<file path="src/rtl/lpbm_pkg.sv">
// ----------------------------------------------------------------------------
// lpbm_pkg
// types and constants of the lru page buffer manager
// ----------------------------------------------------------------------------
package lpbm_pkg;

    localparam int SLOTS      = 4;
    localparam int PAGE_COUNT = 333;

    localparam int KEY_W       = 16;
    localparam int CMD_W       = 1;
    localparam int HIT_SLOT_W  = 2;
    localparam int PAGE_FLD_W  = 9;

    localparam int SLOT_W  = $clog2(SLOTS);
    localparam int PAGE_W  = $clog2(PAGE_COUNT);
    localparam int KEY_MAX = (1 << KEY_W) - 1;
    localparam int QUOT_W  = $clog2(KEY_MAX / PAGE_COUNT + 1);

    // exact quotient for every key: floor(key * RECIP / 2^RECIP_SHIFT)
    localparam int RECIP_SHIFT = KEY_W + $clog2(PAGE_COUNT);
    localparam int RECIP_W     = KEY_W + 1;
    localparam longint RECIP   = ((longint'(1) << RECIP_SHIFT) + PAGE_COUNT - 1) / PAGE_COUNT;
    localparam int PROD_W      = KEY_W + RECIP_W;

    localparam logic CMD_LOOKUP = 1'b0;
    localparam logic CMD_MODIFY = 1'b1;

    typedef struct packed {
        logic [CMD_W-1:0] cmd;
        logic [KEY_W-1:0] record_key;
    } req_t;

    typedef struct packed {
        logic                  hit;
        logic [HIT_SLOT_W-1:0] hit_slot;
        logic                  writeback;
        logic [PAGE_FLD_W-1:0] writeback_page;
        logic [PAGE_FLD_W-1:0] front_page;
    } rsp_t;

endpackage

</file>
<file path="src/rtl/lru_page_buffer_manager.sv">
// ----------------------------------------------------------------------------
// lru_page_buffer_manager
// Four-slot page buffer in move-to-front order. Each request key is reduced
// modulo the page count and looked up in all slots at once; a hit moves the
// slot to the front, a miss installs the page clean at the front and reports
// a writeback when the evicted last slot was dirty, and a modify marks the
// front page dirty. One request is taken every cycle unless the response is
// stalled; the response is registered after the input stage: that stage forms
// the quotient of the key by the page count with a constant reciprocal
// multiply, the next stage finishes the remainder, compares the slots and
// updates them while loading the response register. A stalled response holds
// the whole pipeline and shows as stall on the request side in the same cycle.
// ----------------------------------------------------------------------------
module lru_page_buffer_manager
(
    input  logic           clk,
    input  logic           rst_n,
    input  logic           req_valid,
    output logic           req_stall,
    input  lpbm_pkg::req_t req_data,
    output logic           rsp_valid,
    input  logic           rsp_stall,
    output lpbm_pkg::rsp_t rsp_data
);

    logic                              advance;
    logic [lpbm_pkg::PROD_W-1:0]       quot_prod;
    logic [lpbm_pkg::QUOT_W-1:0]       quot;

    logic                              s1_valid_reg;
    logic                              s1_cmd_reg;
    logic [lpbm_pkg::KEY_W-1:0]        s1_key_reg;
    logic [lpbm_pkg::QUOT_W-1:0]       s1_quot_reg;

    logic [lpbm_pkg::PAGE_W-1:0]       slot_page_reg  [lpbm_pkg::SLOTS];
    logic [lpbm_pkg::PAGE_W-1:0]       slot_page_next [lpbm_pkg::SLOTS];
    logic [lpbm_pkg::SLOTS-1:0]        slot_valid_reg;
    logic [lpbm_pkg::SLOTS-1:0]        slot_valid_next;
    logic [lpbm_pkg::SLOTS-1:0]        slot_dirty_reg;
    logic [lpbm_pkg::SLOTS-1:0]        slot_dirty_next;

    logic [lpbm_pkg::KEY_W-1:0]        quot_mul;
    logic [lpbm_pkg::KEY_W-1:0]        rem;
    logic [lpbm_pkg::PAGE_W-1:0]       page;
    logic [lpbm_pkg::SLOTS-1:0]        match;
    logic                              hit;
    logic [lpbm_pkg::SLOT_W-1:0]       found_idx;
    logic                              wb;

    logic                              rsp_valid_reg;
    lpbm_pkg::rsp_t                    rsp_reg;
    lpbm_pkg::rsp_t                    rsp_next;

    assign advance   = !rsp_valid_reg || !rsp_stall;
    assign req_stall = !advance;

    assign quot_prod = lpbm_pkg::PROD_W'(req_data.record_key)
                     * lpbm_pkg::PROD_W'(lpbm_pkg::RECIP);
    assign quot      = lpbm_pkg::QUOT_W'(quot_prod >> lpbm_pkg::RECIP_SHIFT);

    always_ff @(posedge clk or negedge rst_n)
    begin
        if (!rst_n)
        begin
            s1_valid_reg <= 1'b0;
        end
        else if (advance)
        begin
            s1_valid_reg <= req_valid;
        end
    end

    always_ff @(posedge clk)
    begin
        if (advance && req_valid)
        begin
            s1_cmd_reg  <= req_data.cmd;
            s1_key_reg  <= req_data.record_key;
            s1_quot_reg <= quot;
        end
    end

    always_comb
    begin
        quot_mul = lpbm_pkg::KEY_W'(lpbm_pkg::KEY_W'(s1_quot_reg)
                 * lpbm_pkg::KEY_W'(lpbm_pkg::PAGE_COUNT));
        rem      = s1_key_reg - quot_mul;
        page     = lpbm_pkg::PAGE_W'(rem);

        for (int i = 0; i < lpbm_pkg::SLOTS; i++)
        begin
            match[i] = slot_valid_reg[i] && (slot_page_reg[i] == page);
        end

        hit       = |match;
        found_idx = '0;
        for (int i = lpbm_pkg::SLOTS - 1; i >= 0; i--)
        begin
            if (match[i])
            begin
                found_idx = lpbm_pkg::SLOT_W'(i);
            end
        end

        wb = !hit && slot_valid_reg[lpbm_pkg::SLOTS-1] && slot_dirty_reg[lpbm_pkg::SLOTS-1];

        for (int i = 1; i < lpbm_pkg::SLOTS; i++)
        begin
            if (!hit || (lpbm_pkg::SLOT_W'(i) <= found_idx))
            begin
                slot_page_next[i]  = slot_page_reg[i-1];
                slot_valid_next[i] = slot_valid_reg[i-1];
                slot_dirty_next[i] = slot_dirty_reg[i-1];
            end
            else
            begin
                slot_page_next[i]  = slot_page_reg[i];
                slot_valid_next[i] = slot_valid_reg[i];
                slot_dirty_next[i] = slot_dirty_reg[i];
            end
        end
        slot_page_next[0]  = page;
        slot_valid_next[0] = 1'b1;
        slot_dirty_next[0] = (hit && slot_dirty_reg[found_idx])
                          || (s1_cmd_reg == lpbm_pkg::CMD_MODIFY);

        rsp_next.hit            = hit;
        rsp_next.hit_slot       = hit ? lpbm_pkg::HIT_SLOT_W'(found_idx) : '0;
        rsp_next.writeback      = wb;
        rsp_next.writeback_page = wb ? lpbm_pkg::PAGE_FLD_W'(slot_page_reg[lpbm_pkg::SLOTS-1])
                                     : '0;
        rsp_next.front_page     = lpbm_pkg::PAGE_FLD_W'(page);
    end

    always_ff @(posedge clk or negedge rst_n)
    begin
        if (!rst_n)
        begin
            slot_valid_reg <= '0;
            slot_dirty_reg <= '0;
            rsp_valid_reg  <= 1'b0;
        end
        else if (advance)
        begin
            rsp_valid_reg <= s1_valid_reg;
            if (s1_valid_reg)
            begin
                slot_valid_reg <= slot_valid_next;
                slot_dirty_reg <= slot_dirty_next;
            end
        end
    end

    always_ff @(posedge clk)
    begin
        if (advance && s1_valid_reg)
        begin
            slot_page_reg <= slot_page_next;
            rsp_reg       <= rsp_next;
        end
    end

    assign rsp_valid = rsp_valid_reg;
    assign rsp_data  = rsp_reg;

endmodule

</file>
<file path="config.mk">
export PLATFORM = sky130hd
export DESIGN_NAME = lru_page_buffer_manager
export DESIGN_NICKNAME = d
export VERILOG_FILES = /design/src/rtl/lpbm_pkg.sv /design/src/rtl/lru_page_buffer_manager.sv
export SDC_FILE = /design/constraint.sdc
export NUM_CORES = 1
export LEC_CHECK = 0
export BUFFER_PORTS_ARGS = -buffer_cell sky130_fd_sc_hd__buf_4
export CORE_ASPECT_RATIO = 1.2
export CORE_MARGIN = 2
export CORE_UTILIZATION = 53
export DETAILED_ROUTE_END_ITERATION = 8
export GPL_ROUTABILITY_DRIVEN = 1
export MAX_ROUTING_LAYER = met4
export PLACE_DENSITY = 0.81
export SKIP_LAST_GASP = 1
export SLEW_MARGIN = 30
export SYNTH_ARGS = -nofsm -noshare
export SYNTH_HDL_FRONTEND = slang
export SYNTH_SLANG_ARGS = --single-unit
</file>
<file path="constraint.sdc">
create_clock -name clk -period 5.2 [get_ports clk]
set_input_delay 0.52 -clock clk [delete_from_list [all_inputs] [get_ports clk]]
set_output_delay 0.52 -clock clk [all_outputs]
set_load 0.05 [all_outputs]
</file>
# Word level (Yosys, flattened, before mapping)
# Index checks and enable logic that the tools add are counted.
word_totals:
  in_bits: 21
  reg_bits: 77
  out_inout_bits: 24
  word_cells: 64
classes:
  n_addsub: 1
  order_cmp: 4
  n_eq_ne: 4
  reduce_logical: 26
  multipliers: 2
  muxes: 6
op_table:
  columns: ["operator", "count"]
  rows:
  - ["$eq A9 B9 Y1", 4]
  - ["$mul A16 B17 Y33 const B", 1]
  - ["$logic_and A1 B1 Y1", 9]
  - ["$mul A8 B9 Y9 const B", 1]
  - ["$reduce_and A3 Y1", 3]
  - ["$sub A9 B9 Y9", 1]
  - ["$mux W2", 4]
  - ["$reduce_and A2 Y1", 4]
  - ["$logic_or A1 B1 Y1", 5]
  - ["$le A2 B2 Y1 const A", 2]
  - ["$logic_not A1 Y1", 4]
  - ["$reduce_or A4 Y1", 1]
  - ["$lt A2 B3 Y1 const B", 1]
  - ["$bmux W1 S2", 1]
  - ["$le A1 B2 Y1 const A", 1]
  - ["$mux W1", 1]

# Longest topological paths before layout
# Gate-level depths: netlist of the first run.
logic_depth:
  depth_word: 12
  ltp_mapped: 23
  ltp_nobuf: 23

# Worst setup path after synthesis of the first run
# Ideal clock, no wire load.
synth_timing:
  path_kind: "input to register"
  startpoint: "in req_data[13] (netlist name)"
  endpoint: "reg s1_quot_reg[7] (netlist name), data pin"
  n_path_buf: 0
  arrival_time_ns: 5.605
  t_required_ns: 4.926
  cell_stages: 19
  setup_slack_ns: -0.678
  setup_time_ns: 0.274
  path_cell_list: "fa_1 -> fa_1 -> fa_1 -> fa_1 -> fa_1 -> inv_1 -> fa_1 -> inv_1 -> ha_1 -> a21o_1 -> a21o_1 -> a21oi_1 -> o21ai_0 -> a21oi_1 -> nor2b_1 -> o21a_1 -> or3_1 -> a2111oi_0 -> a211oi_1"
synth_via:
  elab_chain_len: 1
synth_lines:
  columns: ["item", "line", "rtl"]
  rows:
  - ["start, declared", "lru_page_buffer_manager.sv:20", "input lpbm_pkg::req_t req_data,"]
  - ["$mul A16 B17 Y33", "lru_page_buffer_manager.sv:58", "* lpbm_pkg::PROD_W'(lpbm_pkg::RECIP);"]
  - ["net quot_prod, one bit", "lru_page_buffer_manager.sv:27", "logic [lpbm_pkg::PROD_W-1:0] quot_prod;"]
  - ["end signal, assigned", "lru_page_buffer_manager.sv:79", "s1_quot_reg <= quot;"]
  - ["end, declared", "lru_page_buffer_manager.sv:33", "logic [lpbm_pkg::QUOT_W-1:0] s1_quot_reg;"]
# The timed path passes the listed nets, and every way through them passes these cells.
# A chain may end at the register's enable or synchronous reset.

# Worst setup path after layout of the first run
# Same ends and word-level chain as after synthesis.

==> results of run 1 <==
-- final timing paths --
check | startpoint | to | slack (ns)
setup / recovery | req_data[13] | s1_quot_reg[7] | -0.28
hold / removal | req_data[16] | s1_cmd_reg | 0.37
setup reg to reg | s1_quot_reg[1] | slot_page_reg[8] | 0.13
hold reg to reg | slot_page_reg[26] | slot_page_reg[17] | 0.46
max in group asynchronous | rst_n | slot_valid_reg[1] | 4.50
min in group asynchronous | rst_n | slot_dirty_reg[3] | 0.55
-- cell usage after synthesis, drive strengths merged, types with 2 or more instances --
library cell / count
a2111oi: 2
a211oi: 4
a21boi: 2
a21o: 14
a21oi: 16
and2: 15
and3: 2
and4: 3
buf: 12
dfrtp: 10
edfxtp: 67
fa: 87
ha: 178
inv: 167
mux2: 7
mux2i: 3
nand2: 20
nand2b: 2
nand3: 5
nand4: 5
nor2: 12
nor2b: 4
nor3: 5
nor4: 6
o2111ai: 3
o21a: 6
o21ai: 6
o22ai: 3
o31ai: 2
or2: 7
or3: 6
or4: 4
xnor2: 34
xnor3: 4
xor2: 22
-- stage by stage --
| stage | setup slack, ns | std cells | hold slack (ns) | utilization (%) | instance area [um^2] |
|---|---|---|---|---|---|
| detailed placement | -0.647 | 1076 | 0.359 | 61.0 | 9850 |
| floorplan | -0.318 | 754 | 0.224 | - | 8750 |
| global placement | -0.596 | 1076 | 0.359 | 61.0 | 9850 |
| global route | -0.438 | 1104 | 0.357 | 65.0 | 10500 |
| CTS | -0.207 | 1098 | 0.358 | 63.8 | 10300 |
| finish | -0.280 | 1104 | 0.370 | 65.0 | 10500 |
-- what timing repair did --
| action | CTS | global route |
|---|---|---|
| endpoints found under the setup margin | 26 | 40 |
| pin swaps | 22 | 24 |
| gates cloned | 0 | 1 |
| hold endpoints to repair | 5 | 0 |
| hold buffers | 1 | 0 |
| resized for setup | 22 | 30 |
| setup buffers | 6 | 5 |
-- area by class of cell --
| type | instances | area [um^2] |
|---|---|---|
| multi-input cells | 497 | 5980 |
| fillers | 1219 | 5660 |
| flip-flops and latches | 77 | 2260 |
| repair buffers | 134 | 1030 |
| inverters | 167 | 631 |
| well taps | 212 | 265 |
| clock buffers | 9 | 225 |
| clock inverters | 7 | 88.8 |
| repair inverters | 1 | 5.00 |
-- layout by cell type, fill, tap and decap left out, types with 14 or more instances in the layout --
cell                       netlist  routed
sky130_fd_sc_hd__ha_1          178     169
sky130_fd_sc_hd__inv_1         167     155
sky130_fd_sc_hd__buf_4           9     128
sky130_fd_sc_hd__fa_1           87      85
sky130_fd_sc_hd__edfxtp_1       67      67
sky130_fd_sc_hd__xnor2_1        31      30
sky130_fd_sc_hd__nand2_1        20      19
sky130_fd_sc_hd__xor2_1         22      19
sky130_fd_sc_hd__a21o_1         14      14
sky130_fd_sc_hd__and2_1         15      14
-- routing by layer --
layer | part of all wire, % | vias up | GRT usage [%]
met2 | 57 | 135 | 43.4
met1 | 37 | 2850 | 23.1
li1 | - | 2767 | -
met4 | 3.7 | 0 | 8.08
met5 | 0 | - | -
met3 | 3.0 | 47 | 2.52
-- cell families after synthesis --
kind of cell | Yosys count | synth area share, %
fa+ha+maj | 265 | 45.6
buf+inv | 180 | 8.18
simple gates | 96 | 6.20
flops | 77 | 26.0
compound gates | 65 | 5.46
xor+xnor | 61 | 7.33
mux | 10 | 1.25
-- critical path, stage by stage --
cell and delay, ns:
sky130_fd_sc_hd__buf_8 0.10, sky130_fd_sc_hd__fa_1 0.44, sky130_fd_sc_hd__fa_1 0.51, sky130_fd_sc_hd__fa_1 0.51, sky130_fd_sc_hd__inv_1 0.07, sky130_fd_sc_hd__fa_1 0.54
sky130_fd_sc_hd__inv_1 0.06, sky130_fd_sc_hd__fa_1 0.45, sky130_fd_sc_hd__fa_1 0.47, sky130_fd_sc_hd__ha_1 0.32, sky130_fd_sc_hd__a21o_1 0.19, sky130_fd_sc_hd__a21oi_2 0.11
sky130_fd_sc_hd__o21ai_1 0.07, sky130_fd_sc_hd__a21oi_1 0.12, sky130_fd_sc_hd__nor2b_1 0.07, sky130_fd_sc_hd__o21a_1 0.20, sky130_fd_sc_hd__or3_4 0.36, sky130_fd_sc_hd__a2111oi_4 0.35
sky130_fd_sc_hd__a211oi_1 0.07
==> out/results.txt, run 1 <==
The flip-flop count of the largest register, all copies and words added is 27. The number of cells traversed by the worst register-to-register path is 14. The largest total area in the synthesized netlist belongs to sky130_fd_sc_hd__ha_1. In this run the worst path has a maximum fanout of 3.

Clock skew on the completed layout was measured at 0.00940 ns. Entering global routing, the biggest net connects 29 pins. The sum of negative setup slack is -0.754 ns. The floorplan step defined a die boundary enclosing 17500 um^2.

The average cell area after synthesis works out to 11.5 um^2. The tools report the sum of overflow across all layers after global routing as 0. For this run, the post-layout net count is 1173. The synthesized netlist occupies a cell area of 8700 um^2. In the routed layout, each cell is associated on average with a via count of 5.25. The setup path with the least slack is of type in -> reg. The number of enable-type register cells in the synthesized netlist was 67; the least setup slack across all paths after layout was -0.280 ns. Of all flip-flops after synthesis, the portion carrying an async set or reset was 13.0%. CTS built an H-tree with a depth of 3. The max-cap check violation count was 0; the number of setup violations in the final report was 5. The repair_antennas step left the layout with diodes totalling 0. The initial antenna violation count was 0; the number of global-route vias before repair was 6216. The detailed router placed 5799 vias in this run.

For this design the top-level I/O count stands at 45. After floorplanning, the core was divided into 51 placement rows. The tools report the hold violation total from the final report as 0. The cell depth of the worst min-delay path works out to 1. The top flip-flop cell by instance count after synthesis was sky130_fd_sc_hd__edfxtp_1. The first-pass iteration count of the detailed router was 4; the achievable frequency was 182 MHz.

Clock-pin slew was measured on the worst setup and hold paths at 0.05 ns. Measured against its own limit, the worst slew margin works out to 43.8%. STA classifies the critical path endpoint as a flip-flop.

Counting every net in the synthesized netlist gives 1040. The master cell of the clock root buffer is sky130_fd_sc_hd__clkbuf_16. The source-to-sink clock delay at the later pin of the worst-skew pair is 0.34 ns. TritonCTS built the clock tree. The worst hold-check path type is in -> reg.

In this run the horizontal extent of the chip is 121 um. Sorting the synthesized cells by area gives the leading types as sky130_fd_sc_hd__ha_1 26%, sky130_fd_sc_hd__edfxtp_1 23%, sky130_fd_sc_hd__fa_1 20%, sky130_fd_sc_hd__inv_1 7.2%, sky130_fd_sc_hd__xnor2_1 3.1%. The number of distinct library cells after synthesis came out at 57.

The first global-routing pass estimated 29100 um of wire. Buffers inserted during clock tree synthesis total 9. The run finished, with violations left. Relative to the synthesized area, the layout overhead comes to 20.5%. The worst setup path is launched from a primary input.

Once detail routing completed, the nets flagged for antenna violations numbered 0. Setup repair after global routing could not meet its margin everywhere. The top-area cell type share of the netlist area was 25.6%. The run gives 0.917 as the final weighted congestion in routability-driven placement. The number of clock sinks is 77, and the total global-route track usage is 22.4%. Sequential area share after synthesis: 26.0%. The first routing iteration left 249 violations. The die boundary height is 144 um, and the cell count after synthesis is 754.

The maximum clock insertion buffer count was 2. The checks that failed: negative setup slack. At the pin with the least slew margin, the transition time is 0.843 ns. In the final layout, the share of cells above drive strength 1 is 24.3%. The worst path uses 105% of the clock period.

Counting flops and latches in the post-synthesis netlist gives 77. At the worst endpoint, the required time is 5.27 ns. At the worst endpoint, the arrival time is 5.55 ns. The final number of max-transition violations was 0.

The routed length per placed instance was 16.5 um; the half-perimeter wire length after detailed placement was 15400 um. After floorplanning, the core was sized to cover 16100 um^2. The final routed DRC violation total was 0. For the finished layout, the period the worst path requires is 5.48 ns. The total routed wirelength came out at 18300 um. Yosys printed 0 warnings.

Once the floorplan was initialized, standard cells occupied 53.9% of the core. The count of input and output buffers works out to 44.
Power of run 1 is not shown: default switching activity piles up to over one toggle a cycle in this logic, so the estimate is an artifact.
==> run 2, diff against run 1 <==
- TNS_END_PERCENT: default -> 30
==> run 2 against run 1 <==
Compared with the run above:
- the run still ends with negative setup slack left
- worst setup slack improved by 0.091 ns
- via count shrank 0.90%
- global-route usage fell by 0.19 points
- cell count is 0.91% lower
- worst hold slack got worse by 0.36 ns
- sequential cell count is the same
- count of clock-buffer cells in the layout stayed put
- cell area shrank 1.1%
- first-iteration DRC count increased by 4.8%
- die area stayed put
- largest cell class unchanged
- utilization decreased by 0.73 points
==> out/results.txt, run 2 (synthesis results as in run 1) <==
The run gives 5 (unchanged) as the number of setup violations in the final report. The run finished, with violations left. Number of clock sinks: 77 (unchanged).

The die area is 17500 um^2 (unchanged). The routing usage on met1 was 22.9% (-0.22 points); the horizontal die dimension was 121 um (unchanged). The maximum clock insertion buffer count is 2 (unchanged).

Total routed wirelength: 17800 um (-2.4%). The met3 track demand over resource is 2.44% (-0.079 points), and the number of nets with antenna violations after routing is 0 (unchanged). Headroom to the max-slew limit: 44.4% (+0.59 points).

Post-route clock period utilization: 104% (-1.8 points). The area of the core came out at 16100 um^2 (unchanged). The highest net fanout along the worst path was 3 (unchanged). The area of all sequential standard cells is 2260 um^2 (unchanged).

The total via count in the routed design came out at 5747 (-0.90%). Critical path's largest stage delay: 0.59 ns (+0.05 ns). The hold violation total from the final report was 0 (unchanged). The number of buffers added by the clock tree synthesis step was 9 (unchanged); the final weighted congestion in routability-driven placement was 0.937 (+2.2%). For the pin count of the biggest net entering global routing, the log shows 29 (unchanged). Max-cap check violation count: 0 (unchanged). Among the stages of the critical path, the cell type that occurs most often is sky130_fd_sc_hd__fa_1. The checks that failed: negative setup slack.

The H-tree level count came out at 3 (unchanged). The fraction of final layout cells with drive strength greater than 1 is 22.9% (-1.4 points), and the final routed DRC violation total is 0 (unchanged). The slowest cell on the critical path is sky130_fd_sc_hd__fa_2. The root buffer cell chosen for the clock tree is sky130_fd_sc_hd__clkbuf_16. Walking the worst path, the cells encountered are buf_8, fa_2, fa_2, fa_1, fa_1, fa_1, inv_1, fa_1, inv_1, ha_2, a21o_1, a21o_1, a21oi_2, o21ai_1, a21oi_1, nor2b_1, o21a_1, or3_4, a2111oi_4, a211oi_2. The routed via count divided by cell count was 5.25 (about the same). The logs give 0.33 ns (about the same) for the source-to-sink clock delay at the later pin of the worst-skew pair and 1164 (-0.77%) for the final-stage net count.

The worst path required time was 5.26 ns (about the same); the final number of max-transition violations was 0 (unchanged). The half-perimeter wire length after detailed placement is 14900 um (-3.1%), and the final clock skew is 0.00479 ns (-0.00461 ns). Relative to the synthesized area, the layout overhead comes to 19.1%.

The worst setup path is of the in -> reg kind. The final critical path time including I/O delays and setup came out at 5.39 ns (-0.0910 ns). The logs give 51 (unchanged) for the floorplan row count and 29200 um (+0.33%) for the first-pass GRT wire length.

The endpoint arrival time on the critical path is 5.45 ns (-0.10 ns). The logs give 0 (unchanged) for the number of antenna cells inserted and 4 (unchanged) for the first-pass iteration count of the detailed router. The transition time at the pin with the least slew margin works out to 0.834 ns (-0.00891 ns). The cts-stage hold buffer count was 0 (-1). The sum of negative setup slack is -0.521 ns (+0.233 ns), and the count of input and output buffers is 44 (unchanged).

For the sum of overflow across all layers after global routing, the log shows 0 (unchanged). In the layout the commonest cells are 167 x sky130_fd_sc_hd__ha_1, 161 x sky130_fd_sc_hd__inv_1, 122 x sky130_fd_sc_hd__buf_4. The tools report the total global-route track usage as 22.2% (-0.19 points). The die boundary height was 144 um (unchanged); the least setup slack across all paths after layout was -0.189 ns (+0.0910 ns).

The I/O pin count was 45 (unchanged). The logs give 42.6% (-0.86 points) for the routing usage on met2 and 186 MHz (+1.7%) for the achievable frequency. met2 is the most crowded layer. The flip-flop count of the largest register, all copies and words added is 27 (unchanged). The path class of the tightest hold or removal check is in -> async.

STA classifies the critical path endpoint as a flip-flop. The clock slew at the register clock pins of the worst setup and hold paths is 0.06 ns (about the same), and the routed length per placed instance is 16.3 um (-1.6%). The logs give 1237 (+1.5%) for the count of fill cells added during filler insertion and -0.680 ns (-0.0325 ns) for the worst setup slack before clock tree synthesis. STA classifies the critical path startpoint as a primary input. TritonCTS built the clock tree. The number of global-route vias before repair is 6377 (+2.6%). Setup repair after global routing could not meet its margin everywhere. The leading cell type in the layout, fill and taps excluded is sky130_fd_sc_hd__ha_1. The initial antenna violation count is 0 (unchanged).

Total area of multi-input combinational cells: 5970 um^2 (-0.15%). The initial DRC count is 261 (+4.8%), and the starting density of the core is 53.9% (unchanged).
run 2: final cells by class:
class,instances,share of cell area (%)
multi-input combinational,497,57.5
sequential,77,21.8
timing repair buffer,125,9.23
inverter,167,6.08
tap,212,2.56
clock buffer,9,2.17
clock inverter,6,0.531
timing repair inverter,1,0.0724
run 2: path summary, 6_finish.rpt:
path | start | to | slack (ns) | depth (start not counted)
min in group clk | req_data[16] | s1_cmd_reg | 0.37 | 1
min | rst_n | slot_valid_reg[1] | 0.005 | 1
max in group asynchronous | rst_n | slot_valid_reg[0] | 5.06 | 1
max | req_data[13] | s1_quot_reg[7] | -0.19 | 20
min reg2reg | slot_page_reg[17] | slot_page_reg[8] | 0.46 | 0
max reg2reg | s1_quot_reg[1] | slot_page_reg[4] | 0.14 | 16
run 2: critical path: cells and delay by family:
family	cells	cell delay (ns)
AND/OR/NAND/NOR	2	0.43
adder cells (fa/ha/maj)	7	3.11
buffers and inverters	3	0.19
AO/OA/AOI/OAI	8	1.20
run 2: through the flow:
| step | cells | utilization (%) | hold WS (ns) | instance area (um^2) |
|---|---|---|---|---|
| 2_1_floorplan | 754 | - | 0.224 | 8750 |
| 5_1_grt | 1094 | 64.2 | 0.00149 | 10400 |
| 6_report | 1094 | 64.2 | 0.00525 | 10400 |
| 3_3_place_gp | 1075 | 61.0 | 0.359 | 9840 |
| 4_1_cts | 1093 | 63.3 | 0.00145 | 10200 |
| 3_5_place_dp | 1075 | 61.0 | 0.359 | 9840 |
run 2: repair_timing:
item,CTS,global route
gates resized for setup,16,29
endpoints found under the hold margin,0,0
gates cloned,0,1
pin swaps,14,23
setup endpoints to repair,28,50
setup buffers,3,1
run 2: per-layer routing:
metal  wire length, um  vias up
met2              9950      114
met1              6760     2842
li1                  -     2749
met4               646        0
met3               457       42
met5                 0        -
Power of run 2 is left out for the same reason.
==> run 3, diff against run 2 <==
- BUFFER_PORTS_ARGS: -buffer_cell sky130_fd_sc_hd__buf_4 -> -buffer_cell sky130_fd_sc_hd__buf_2
- PLACE_DENSITY: 0.81 -> default
- PLACE_DENSITY_LB_ADDON: default -> 0.25
==> run 3 against run 2 <==
Compared with the run above:
- the flow still finishes with violations (negative setup slack)
- register-to-register slack worse by 0.05 ns
- via count down 1.4%
- utilization is 0.19 points higher
- sequential cell count is the same
- critical path type unchanged
- largest cell class unchanged
==> out/results.txt, run 3 (synthesis results as in run 1) <==
The flow ran to the end, but the final reports show violations. The final reports fail on negative setup slack. The die boundary height came out at 144 um (unchanged). Final critical path time including I/O delays and setup: 5.52 ns (+0.129 ns). The startpoint identified for the worst register-to-register timing path is s1_quot_reg[1].

The run gives 0 (unchanged) as the sum of overflow across all layers after global routing. Achievable frequency: 181 MHz (-2.3%). The leading cell type in the layout, fill and taps excluded is sky130_fd_sc_hd__ha_1. The tools report the endpoint of the worst register-to-register path as slot_dirty_reg[0]. Critical path's largest stage delay: 0.60 ns (about the same). For the number of antenna cells inserted, the log shows 0 (unchanged).

Setup repair after global routing could not meet its margin everywhere. The I/O pin count is 45 (unchanged). The routed via count divided by cell count came out at 5.13 (-2.3%). In the layout the commonest cells are 167 x sky130_fd_sc_hd__ha_1, 162 x sky130_fd_sc_hd__inv_1, 91 x sky130_fd_sc_hd__buf_4.

The total routed wirelength was 18300 um (+2.6%). Number of nets with antenna violations after routing: 0 (unchanged). The first-pass iteration count of the detailed router was 4 (unchanged). The run gives 53.9% (unchanged) as the starting density of the core. The pin count of the biggest net entering global routing is 29 (unchanged). The logs give 23.4% (+1.2 points) for the total global-route track usage and 2 (unchanged) for the maximum clock insertion buffer count.

Area of the core: 16100 um^2 (unchanged). The number of cells traversed by the worst register-to-register path was 17 (+1); the fraction of final layout cells with drive strength greater than 1 was 23.4% (+0.53 points). The tools report the hold violation total from the final report as 0 (unchanged).

The run gives 30500 um (+4.4%) as the first-pass GRT wire length. The tools report the worst path required time as 5.27 ns (about the same). The run gives 5668 (-1.4%) as the total via count in the routed design. The final clock skew was 0.00370 ns (-0.00109 ns); the initial DRC count was 212 (-19%). The final-stage net count is 1173 (+0.77%), and the sum of negative setup slack is -0.881 ns (-0.360 ns).

The tools report the max-cap check violation count as 0 (unchanged). The worst setup slack before clock tree synthesis is -0.730 ns (-0.0501 ns). The source-to-sink clock delay at the later pin of the worst-skew pair came out at 0.34 ns (about the same). The horizontal die dimension came out at 121 um (unchanged). The floorplan row count was 51 (unchanged).

Endpoint type of the worst setup path: a flip-flop. The tightest min-delay check is of the in -> async type. Initial antenna violation count: 0 (unchanged). The endpoint arrival time on the critical path came out at 5.59 ns (+0.14 ns). The element type at the critical path start was a primary input. The transition time at the pin with the least slew margin works out to 0.815 ns (-0.0198 ns). The root buffer cell chosen for the clock tree is sky130_fd_sc_hd__clkbuf_16. The tools report the number of buffers added by the clock tree synthesis step as 9 (unchanged). The slowest cell on the critical path was sky130_fd_sc_hd__fa_2.

The routed length per placed instance was 16.6 um (+1.7%); the final routed DRC violation total was 0 (unchanged). The post-route cell area was 10400 um^2 (+0.30%). By startpoint and endpoint, the worst setup path is classified as in -> reg. Number of setup violations in the final report: 6 (+1). TritonCTS built the clock tree. The post-route clock period utilization was 106% (+2.5 points); the area of placed instances was 9790 um^2 (-0.51%). From synthesis to final layout, the design area changed by 19.5%. The count of input and output buffers is 44 (unchanged).

The tools report the number of global-route vias before repair as 6468 (+1.4%). The final number of max-transition violations came out at 0 (unchanged). The final weighted congestion in routability-driven placement was 0.955 (+1.9%); the least setup slack across all paths after layout was -0.318 ns (-0.129 ns). The utilization after layout is 64.4% (+0.19 points).

For the H-tree level count, the log shows 3 (unchanged). Traced cell by cell, the critical path runs through buf_8, fa_1, fa_2, fa_1, fa_1, fa_1, inv_2, fa_2, inv_2, ha_4, a21o_1, a21o_1, a21oi_2, o21ai_1, a21oi_1, nor2b_1, o21a_1, or3_4, a2111oi_4, a211oi_1. Most numerous cell on the critical path: sky130_fd_sc_hd__fa_1. Cts-stage hold buffer count: 0 (unchanged).

Clock slew at the register clock pins of the worst setup and hold paths: 0.06 ns (about the same). The half-perimeter wire length after detailed placement was 15800 um (+6.1%); the die area was 17500 um^2 (unchanged). The flip-flop count of the largest register, all copies and words added works out to 27 (unchanged).

The highest net fanout along the worst path was 4 (+1); the headroom to the max-slew limit was 45.7% (+1.3 points). The worst reg-to-reg setup slack was 0.09 ns (-0.05 ns); the number of clock sinks was 77 (unchanged).
run 3: cell types whose count changed in the layout (fill, tap and decap cells not counted), sizes merged:
cell,delta
inv,+1
buf,+10
clkinv,-2
bufinv,+1
run 3: critical path: cells and delay by family:
family | cells | cell delay [ns]
compound gates | 8 | 1.25
fa+ha+maj | 7 | 3.20
buf+inv | 3 | 0.18
simple gates | 2 | 0.43
run 3: how the worst max path moves through the flow:
| stage | start | endpoint | slack, ns | cells after the start |
|---|---|---|---|---|
| after global placement | req_data[14] | s1_quot_reg[7] | -0.62 | 20 |
| after global routing | req_data[15] | s1_quot_reg[7] | -0.47 | 20 |
| after floorplan | req_data[15] | s1_quot_reg[7] | -0.32 | 19 |
| after CTS | req_data[15] | s1_quot_reg[7] | -0.29 | 20 |
| after detailed placement | req_data[14] | s1_quot_reg[7] | -0.73 | 20 |
| final | req_data[15] | s1_quot_reg[7] | -0.32 | 20 |
run 3: stage by stage:
stage,instances,hold WS [ns]
floorplan,754,0.224
global placement,1083,0.391
detailed placement,1083,0.393
CTS,1107,0.0365
global route,1104,0.0419
finish,1104,0.0370
run 3: cell type report:
class	count	area, um^2
multi-input combinational	497	5980
fill	1207	5740
sequential	77	2260
timing repair buffer	135	942
inverter	167	627
tap	212	265
clock buffer	9	225
clock inverter	7	100
run 3: routing by layer:
layer	global-route usage [%]	up-vias	routed length, um
li1	-	2765	-
met4	9.24	0	718
met2	45.7	91	10400
met3	2.48	43	367
met5	-	-	0
met1	23.7	2769	6780
run 3: what timing repair did:
item / in CTS / in global routing
pin swaps: 29 / 5
gates resized for setup: 37 / 13
setup buffers: 8 / 1
endpoints found under the setup margin: 26 / 41
Power of run 3 is left out for the same reason.
